## config.mk

```make
export PLATFORM = sky130hd
export DESIGN_NAME = arp_cache_with_aging
export DESIGN_NICKNAME = d
export VERILOG_FILES = /design/src/rtl/arpc_pkg.sv /design/src/rtl/arp_cache_with_aging.sv /design/src/rtl/arpc_ram.sv /design/src/rtl/arpc_ctrl.sv
export SDC_FILE = /design/constraint.sdc
export NUM_CORES = 2
export LEC_CHECK = 0
export BUFFER_PORTS_ARGS = -buffer_cell sky130_fd_sc_hd__buf_2
export CAP_MARGIN = 20
export CORE_MARGIN = 2
export CORE_UTILIZATION = 30
export DETAILED_ROUTE_END_ITERATION = 10
export PLACE_DENSITY_LB_ADDON = 0.1
export SLEW_MARGIN = 20
export SYNTH_ARGS = -nofsm -noshare
export SYNTH_HDL_FRONTEND = slang
export SYNTH_SLANG_ARGS = --single-unit
```

## constraint.sdc

```tcl
create_clock -name clk -period 8.65 [get_ports clk]
set_input_delay 0.865 -clock clk [delete_from_list [all_inputs] [get_ports clk]]
set_output_delay 0.865 -clock clk [all_outputs]
set_load 0.02 [all_outputs]
```

## src/rtl/arpc_pkg.sv

```systemverilog
// ============================================================================
// arpc_pkg
// Shared types and constants of the IP-to-MAC address cache with aging.
// ============================================================================
package arpc_pkg;

    localparam int ENTRIES = 16;
    localparam int IDX_W   = (ENTRIES > 1) ? $clog2(ENTRIES) : 1;
    localparam int IP_W    = 32;
    localparam int MAC_W   = 48;
    localparam int STAMP_W = 32;
    localparam int TO_W    = 16;
    localparam int ENTRY_W = IP_W + MAC_W + STAMP_W;

    localparam logic [IDX_W-1:0] LAST_IDX    = IDX_W'(ENTRIES - 1);
    localparam logic [TO_W-1:0]  TIMEOUT_RST = TO_W'(15);

    typedef enum logic [1:0] {
        ACT_LEARN  = 2'd0,
        ACT_LOOKUP = 2'd1,
        ACT_TICK   = 2'd2,
        ACT_NONE   = 2'd3
    } action_t;

    typedef enum logic [2:0] {
        STAT_UPDATED  = 3'd0,
        STAT_INSERTED = 3'd1,
        STAT_FULL     = 3'd2,
        STAT_HIT      = 3'd3,
        STAT_MISS     = 3'd4,
        STAT_EXPIRED  = 3'd5,
        STAT_TICK     = 3'd6
    } status_t;

    typedef enum logic [1:0] {
        ST_IDLE,
        ST_SCAN,
        ST_RESOLVE
    } ctrl_state_t;

    typedef struct packed {
        logic [IP_W-1:0]    ip;
        logic [MAC_W-1:0]   mac;
        logic [STAMP_W-1:0] stamp;
    } entry_t;

    typedef struct packed {
        logic             rd_en;
        logic [IDX_W-1:0] rd_addr;
        logic             wr_en;
        logic [IDX_W-1:0] wr_addr;
        entry_t           wdata;
    } ram_req_t;

    typedef struct packed {
        logic             load;
        status_t          status;
        logic [MAC_W-1:0] mac;
    } result_t;

endpackage

```

## src/rtl/arp_cache_with_aging.sv

```systemverilog
// ============================================================================
// arp_cache_with_aging
// IP-to-MAC address cache with aging: learn, lookup and tick actions over a
// table held in a synchronous entry memory.
// ============================================================================
// A learn or lookup scans the entries through the single entry memory read
// port, in slot order up to the last slot, and then resolves into the output
// register; a hit ends the scan early. A tick or an unused action resolves
// without a scan. A result waits while the output register is not free. One
// transaction is in flight: the next one is accepted once the result loads.
// Reset clears valid bits, tick counter and the output valid bit.
// ============================================================================
module arp_cache_with_aging
    import arpc_pkg::*;
(
    input  logic             clk,
    input  logic             rst_n,
    // Configuration write channel (entry timeout).
    input  logic             cfg_valid,
    output logic             cfg_ready,
    input  logic [TO_W-1:0]  cfg_data,
    // Input channel.
    input  logic             in_valid,
    output logic             in_stall,
    input  logic [1:0]       action,
    input  logic [IP_W-1:0]  ip_addr,
    input  logic [MAC_W-1:0] mac_addr,
    // Output channel.
    output logic             out_valid,
    input  logic             out_stall,
    output logic [2:0]       status,
    output logic [MAC_W-1:0] mac_out
);

    logic [TO_W-1:0]  timeout_reg;
    logic             out_valid_reg;
    logic [2:0]       status_reg;
    logic [MAC_W-1:0] mac_out_reg;

    logic             out_free;
    ram_req_t         ram_req;
    logic [ENTRY_W-1:0] ram_rdata;
    result_t          res;

    // The user must write the timeout register only while the block is idle;
    // the block itself does not enforce it, so the port can always be ready.
    assign cfg_ready = 1'b1;

    always_ff @(posedge clk or negedge rst_n)
    begin
        if (!rst_n)
        begin
            timeout_reg <= TIMEOUT_RST;
        end
        else if (cfg_valid)
        begin
            timeout_reg <= cfg_data;
        end
    end

    // The output register is free when it is empty or its transaction
    // completes in this cycle; the sequencer holds its result until then.
    assign out_free = !out_valid_reg || !out_stall;

    arpc_ctrl u_ctrl (
        .clk       (clk),
        .rst_n     (rst_n),
        .in_valid  (in_valid),
        .in_stall  (in_stall),
        .action    (action),
        .ip_addr   (ip_addr),
        .mac_addr  (mac_addr),
        .timeout   (timeout_reg),
        .out_free  (out_free),
        .ram_rdata (entry_t'(ram_rdata)),
        .ram_req   (ram_req),
        .res       (res)
    );

    // Entry memory: address, hardware address and time stamp of each slot.
    arpc_ram #(
        .DEPTH (ENTRIES),
        .WIDTH (ENTRY_W),
        .AW    (IDX_W)
    ) u_ram (
        .clk     (clk),
        .rd_en   (ram_req.rd_en),
        .rd_addr (ram_req.rd_addr),
        .rd_data (ram_rdata),
        .wr_en   (ram_req.wr_en),
        .wr_addr (ram_req.wr_addr),
        .wr_data (ram_req.wdata)
    );

    always_ff @(posedge clk or negedge rst_n)
    begin
        if (!rst_n)
        begin
            out_valid_reg <= 1'b0;
        end
        else if (res.load)
        begin
            out_valid_reg <= 1'b1;
        end
        else if (!out_stall)
        begin
            out_valid_reg <= 1'b0;
        end
    end

    always_ff @(posedge clk)
    begin
        if (res.load)
        begin
            status_reg  <= res.status;
            mac_out_reg <= res.mac;
        end
    end

    assign out_valid = out_valid_reg;
    assign status    = status_reg;
    assign mac_out   = mac_out_reg;

endmodule

```

## src/rtl/arpc_ram.sv

```systemverilog
// ============================================================================
// arpc_ram
// Simple dual-port synchronous RAM with a registered read port.
// ============================================================================
module arpc_ram #(
    parameter int DEPTH = 16,
    parameter int WIDTH = 112,
    parameter int AW    = 4
) (
    input  logic             clk,
    input  logic             rd_en,
    input  logic [AW-1:0]    rd_addr,
    output logic [WIDTH-1:0] rd_data,
    input  logic             wr_en,
    input  logic [AW-1:0]    wr_addr,
    input  logic [WIDTH-1:0] wr_data
);

    logic [WIDTH-1:0] mem [DEPTH];

    always_ff @(posedge clk)
    begin
        if (wr_en)
        begin
            mem[wr_addr] <= wr_data;
        end
    end

    always_ff @(posedge clk)
    begin
        if (rd_en)
        begin
            rd_data <= mem[rd_addr];
        end
    end

endmodule

```

## src/rtl/arpc_ctrl.sv

```systemverilog
// ============================================================================
// arpc_ctrl
// Sequencer that scans the entry memory, keeps valid bits and the tick
// counter, and resolves each action into one result.
// ============================================================================
module arpc_ctrl
    import arpc_pkg::*;
(
    input  logic             clk,
    input  logic             rst_n,
    input  logic             in_valid,
    output logic             in_stall,
    input  logic [1:0]       action,
    input  logic [IP_W-1:0]  ip_addr,
    input  logic [MAC_W-1:0] mac_addr,
    input  logic [TO_W-1:0]  timeout,
    input  logic             out_free,
    input  entry_t           ram_rdata,
    output ram_req_t         ram_req,
    output result_t          res
);

    ctrl_state_t        state_reg, state_next;
    action_t            act_reg, act_next;
    logic [IP_W-1:0]    ip_reg, ip_next;
    logic [MAC_W-1:0]   mac_reg, mac_next;
    logic [IDX_W-1:0]   rd_idx_reg, rd_idx_next;
    logic               rd_more_reg, rd_more_next;
    logic [IDX_W-1:0]   chk_idx_reg, chk_idx_next;
    logic               chk_vld_reg, chk_vld_next;
    logic               hit_reg, hit_next;
    logic [IDX_W-1:0]   hit_idx_reg, hit_idx_next;
    logic               free_found_reg, free_found_next;
    logic [IDX_W-1:0]   free_idx_reg, free_idx_next;
    logic [ENTRIES-1:0] valid_reg, valid_next;
    logic [STAMP_W-1:0] now_reg, now_next;

    logic               match;
    logic [STAMP_W-1:0] age;

    assign match    = chk_vld_reg && valid_reg[chk_idx_reg] && (ram_rdata.ip == ip_reg);
    assign age      = now_reg - ram_rdata.stamp;
    assign in_stall = (state_reg != ST_IDLE);

    always_ff @(posedge clk or negedge rst_n)
    begin
        if (!rst_n)
        begin
            state_reg      <= ST_IDLE;
            valid_reg      <= '0;
            now_reg        <= '0;
            rd_more_reg    <= 1'b0;
            chk_vld_reg    <= 1'b0;
            hit_reg        <= 1'b0;
            free_found_reg <= 1'b0;
        end
        else
        begin
            state_reg      <= state_next;
            valid_reg      <= valid_next;
            now_reg        <= now_next;
            rd_more_reg    <= rd_more_next;
            chk_vld_reg    <= chk_vld_next;
            hit_reg        <= hit_next;
            free_found_reg <= free_found_next;
        end
    end

    always_ff @(posedge clk)
    begin
        act_reg      <= act_next;
        ip_reg       <= ip_next;
        mac_reg      <= mac_next;
        rd_idx_reg   <= rd_idx_next;
        chk_idx_reg  <= chk_idx_next;
        hit_idx_reg  <= hit_idx_next;
        free_idx_reg <= free_idx_next;
    end

    always_comb
    begin
        state_next      = state_reg;
        act_next        = act_reg;
        ip_next         = ip_reg;
        mac_next        = mac_reg;
        rd_idx_next     = rd_idx_reg;
        rd_more_next    = rd_more_reg;
        chk_idx_next    = chk_idx_reg;
        chk_vld_next    = chk_vld_reg;
        hit_next        = hit_reg;
        hit_idx_next    = hit_idx_reg;
        free_found_next = free_found_reg;
        free_idx_next   = free_idx_reg;
        valid_next      = valid_reg;
        now_next        = now_reg;

        ram_req         = '0;
        ram_req.rd_addr = rd_idx_reg;
        ram_req.wdata   = '{ip: ip_reg, mac: mac_reg, stamp: now_reg};
        res             = '{load: 1'b0, status: STAT_MISS, mac: '0};

        unique case (state_reg)
            ST_IDLE:
            begin
                if (in_valid)
                begin
                    act_next        = action_t'(action);
                    ip_next         = ip_addr;
                    mac_next        = mac_addr;
                    rd_idx_next     = '0;
                    rd_more_next    = 1'b1;
                    chk_vld_next    = 1'b0;
                    hit_next        = 1'b0;
                    free_found_next = 1'b0;
                    if ((action == ACT_LEARN) || (action == ACT_LOOKUP))
                    begin
                        state_next = ST_SCAN;
                    end
                    else
                    begin
                        state_next = ST_RESOLVE;
                    end
                end
            end

            ST_SCAN:
            begin
                // Reads are pipelined one ahead of the compare; a match stops
                // further reads so the matching entry stays on the read port.
                chk_vld_next = 1'b0;
                if (rd_more_reg && !match)
                begin
                    ram_req.rd_en = 1'b1;
                    rd_idx_next   = IDX_W'(rd_idx_reg + 1'b1);
                    rd_more_next  = (rd_idx_reg != LAST_IDX);
                    chk_vld_next  = 1'b1;
                    chk_idx_next  = rd_idx_reg;
                end
                if (chk_vld_reg)
                begin
                    if (match)
                    begin
                        hit_next     = 1'b1;
                        hit_idx_next = chk_idx_reg;
                        rd_more_next = 1'b0;
                        chk_vld_next = 1'b0;
                        state_next   = ST_RESOLVE;
                    end
                    else
                    begin
                        if (!valid_reg[chk_idx_reg] && !free_found_reg)
                        begin
                            free_found_next = 1'b1;
                            free_idx_next   = chk_idx_reg;
                        end
                        if (chk_idx_reg == LAST_IDX)
                        begin
                            state_next = ST_RESOLVE;
                        end
                    end
                end
            end

            ST_RESOLVE:
            begin
                if (out_free)
                begin
                    res.load   = 1'b1;
                    state_next = ST_IDLE;
                    unique case (act_reg)
                        ACT_LEARN:
                        begin
                            if (hit_reg)
                            begin
                                ram_req.wr_en   = 1'b1;
                                ram_req.wr_addr = hit_idx_reg;
                                res.status      = STAT_UPDATED;
                            end
                            else if (free_found_reg)
                            begin
                                ram_req.wr_en           = 1'b1;
                                ram_req.wr_addr         = free_idx_reg;
                                valid_next[free_idx_reg] = 1'b1;
                                res.status              = STAT_INSERTED;
                            end
                            else
                            begin
                                res.status = STAT_FULL;
                            end
                        end
                        ACT_LOOKUP:
                        begin
                            if (!hit_reg)
                            begin
                                res.status = STAT_MISS;
                            end
                            else if (age > STAMP_W'(timeout))
                            begin
                                valid_next[hit_idx_reg] = 1'b0;
                                res.status              = STAT_EXPIRED;
                            end
                            else
                            begin
                                res.status = STAT_HIT;
                                res.mac    = ram_rdata.mac;
                            end
                        end
                        ACT_TICK:
                        begin
                            now_next   = now_reg + 1'b1;
                            res.status = STAT_TICK;
                        end
                        ACT_NONE:
                        begin
                            res.status = STAT_MISS;
                        end
                        default:
                        begin
                            res.status = STAT_MISS;
                        end
                    endcase
                end
            end

            default:
            begin
                state_next = ST_IDLE;
            end
        endcase
    end

endmodule

```

==> results.yml <==
sta:
  skew_ns: 0.08696
  drv_slew: 0
  fin_crit_sh_pct: 73.18
  timing.slew.headroom_pct: 22.12
  tightest_slew_ns: 1.166
  fmax_mhz: 158.0
  rsz0062_at_grt: "no"
  fin_hold_ws_ns: 0.1447
  hold_violations: 0
  fin_tns_setup_ns: 0
  worst_slack_ns: 2.320
  min_period_ns: 6.330
  setup_violations: 0
power:
  p_leak_nw: 30.07
  peakVddDrop_v: 0.0002840
  p_per_area_nw_per_um2: 305.0
layout:
  finish.instance_area_sq_um: 94710
  regArea_sq_um: 63430
  fin_nets: 4102
  multiInputGateArea_sq_um: 17450
  reg_top3: "u_ram.mem x1792, u_ram.rd_data x112"
  largest_reg_flops: 1792
  drive_gt1_share_pct: 28.39
  nFillCells: 25190
  stdcell_count: 7721
  largest-register: "u_ram.mem"
  area_growth_pct: 15.76
yosys:
  synth.ff_latch_count: 2124
  yosys_warnings: 0
  synth_area_sq_um: 81810
  yosysTopAreaCell: "edfxtp_1"
  synth_nets: 3798
  async_flop_share_pct: 3.343
  ys_seq_area_share_pct: 77.53
  syn_inst: 3645
  ys_top_cells_by_area: "edfxtp_1 (75%), mux4_2 (16%), dfrtp_1 (2.0%), ha_1 (0.75%), xnor2_1 (0.70%)"
  yosysTopAreaCellShare_pct: 75.35
  synth.avg_cell_area_sq_um: 22.45
  synth_edf_count: 2053
  synth_ff_type: "edfxtp_1"
  synth.distinct_cells: 77
critical_path:
  reg2reg_from: "u_ctrl.now_reg[0]"
  cp.required_ns: 9.34
  crit_type: "reg -> reg"
  cp.arrival_ns: 7.02
  endpoint_kind: "flip-flop"
  critPathLaunchType: "flip-flop"
  cp_max_fo: 48
  cp-startpoint: "u_ctrl.now_reg[0]"
global_route:
  grt_max_degree: 121
  track_usage_pct: 15.58
  grt-ovfl-total: 0
  antenna_found_initial: 20
  grt_pass1_wl_microns: 308900
  grt_pass1_vias: 40480
clock_tree:
  post_cts_buffers: 0
  h-tree-depth: 4
  cts_resized: 0
  clock_latency_ns: 0.89
  clk_pin_slew_ns: 0.06
  cts_hold_buffers: 1
  clock-sinks: 2124
  cts-root-buf: "clkbuf_16"
  clk_path_buf_depth: 3
  cts_buffers: 233
  cts_tree: "done"
placement:
  dp_hpwl_microns: 108500
  portBuffers: 155
  place_congestion: 0.7908
  dp_cells: 7283
  post-place-ws_ns: 2.323
  placed_cell_area_sq_um: 87330
floorplanning:
  core_sq_um: 271000
  rows: 191
  ios: 157
  dieArea_sq_um: 276900
  die_h_microns: 526.2
  initial_core_util_pct: 30.19
  die_w_microns: 526.2
route:
  wl_per_cell_microns: 28.01
  first_pass_iters: 7
  dr.first_iter.drc_count: 3290
  vias_per_cell: 4.877
  ant_nets: 0
  drc: 0
  vias: 37650
  routed_wl_microns: 216200
status:
  status: "finished, final reports clean"
run:
  drv_cap: 0
hold_path:
  hp-class: "in -> reg"
  min_from: "mac_addr[44]"
-- worst max-delay path, cell delays in order (launching register included) --
cell,delay [ns]
dfrtp_1,0.69
inv_1,0.17
ha_1,0.26
fa_1,0.41
nor2b_1,0.21
o2111ai_2,0.21
a21oi_1,0.25
nor3_1,0.11
o21ai_0,0.27
xor2_1,0.18
ha_1,0.26
nand4_1,0.10
nor2_1,0.05
a221o_1,0.31
o31a_1,0.30
nor4_2,0.27
o211ai_1,0.17
or4_1,0.54
or4_4,0.80
nor4_1,0.47
-- cell usage after synthesis (all sizes together) (4+ instances only) --
| cell | count |
|---|---|
| a21oi | 77 |
| nand3 | 24 |
| o21bai | 5 |
| or3 | 7 |
| nor4 | 62 |
| nand2 | 85 |
| a21boi | 4 |
| o211ai | 8 |
| inv | 105 |
| nand2b | 10 |
| and4 | 5 |
| and3 | 10 |
| nor2b | 13 |
| buf | 59 |
| mux4 | 565 |
| and2 | 8 |
| xnor2 | 65 |
| a21o | 10 |
| o21ai | 41 |
| nand4 | 25 |
| dfstp | 4 |
| xor2 | 18 |
| dfrtp | 67 |
| clkbuf | 109 |
| nor3 | 28 |
| o21a | 15 |
| ha | 49 |
| nor2 | 57 |
| edfxtp | 2053 |
| o22ai | 4 |
-- cell type report --
type	instances	share of cell area (%)
clock inverters	138	1.279
clock buffers	294	6.484
flip-flops and latches	2124	66.97
multi-input cells	1248	18.42
diodes	5	0.01321
repair buffers	237	1.680
well taps	3570	4.716
inverters	105	0.4320
-- layer usage --
layer | global-route usage [%] | vias up | share of wire [%]
met5 | 0 | - | 0.030
li1 | - | 15950 | -
met1 | 21.91 | 20510 | 46
met3 | 2.373 | 307 | 4.1
met4 | 4.000 | 12 | 2.1
met2 | 25.28 | 873 | 48
-- path summary, 6_finish.rpt --
| check | end | slack [ns] | depth (start not counted) |
|---|---|---|---|
| worst max-delay path | mac_out[26] | 2.32 | 19 |
| worst min-delay path | u_ctrl.mac_reg[44] | 0.14 | 1 |
| worst max register to register | mac_out[26] | 2.32 | 19 |
| worst min register to register | u_ctrl.valid_reg[9] | 0.54 | 2 |
| max in group asynchronous | u_ctrl.now_reg[1] | 6.96 | 3 |
| min in group asynchronous | timeout_reg[5] | 0.40 | 2 |
-- cells in the final DEF (no fill, tap or decap), types with 6 or more instances in the layout --
| cell | n |
|---|---|
| edfxtp_1 | 2053 |
| mux4_2 | 565 |
| clkbuf_16 | 234 |
| buf_2 | 154 |
| inv_1 | 102 |
| nand2_1 | 84 |
| a21oi_1 | 76 |
| buf_4 | 67 |
| dfrtp_1 | 67 |
| xnor2_1 | 65 |
| clkinv_1 | 60 |
| clkbuf_1 | 54 |
| ha_1 | 49 |
| nor2_1 | 42 |
| nor4_1 | 41 |
| clkinv_2 | 41 |
| o21ai_0 | 37 |
| nor3_1 | 27 |
| nand4_1 | 24 |
| nand3_1 | 24 |
| nor4_2 | 21 |
| xor2_1 | 18 |
| o21a_1 | 15 |
| nor2_4 | 15 |
| buf_12 | 14 |
| nor2b_1 | 12 |
| bufinv_16 | 12 |
| a21o_1 | 10 |
| nand2b_1 | 10 |
| and3_1 | 10 |
| o211ai_1 | 8 |
| clkinv_16 | 8 |
| clkinvlp_4 | 8 |
| and2_1 | 7 |
| or3_1 | 7 |
| clkbuf_8 | 6 |
-- metrics by stage --
stage	total power [mW]	utilization, %
2_1_floorplan	17.59	-
3_3_place_gp	19.80	32.21
3_5_place_dp	19.78	32.23
4_1_cts	29.46	34.94
5_1_grt	30.23	34.94
6_report	28.89	34.95
-- where the power goes --
part           total [mW]  switching, mW  leakage [nW]  internal, mW
Sequential           12.9          0.576          19.8          12.3
Clock                9.55           4.16          3.57          5.38
Combinational        6.43           3.37          6.71          3.07
-- kinds of logic (layout without fill, tap and decap cells) --
group                    Yosys count  count (layout)  share of synthesized area [%]
buffers and inverters            273             774                          1.300
adder cells (fa/ha/maj)           50              50                         0.7739
other                              1               6                       0.004584
XOR/XNOR                          83              83                         0.8886
AO/OA/AOI/OAI                    201             201                          1.569
multiplexers                     569             569                          15.61
AND/OR/NAND/NOR                  344             344                          2.326
flip-flops                      2124            2124                          77.53
Power figures use the tool's default switching activity.
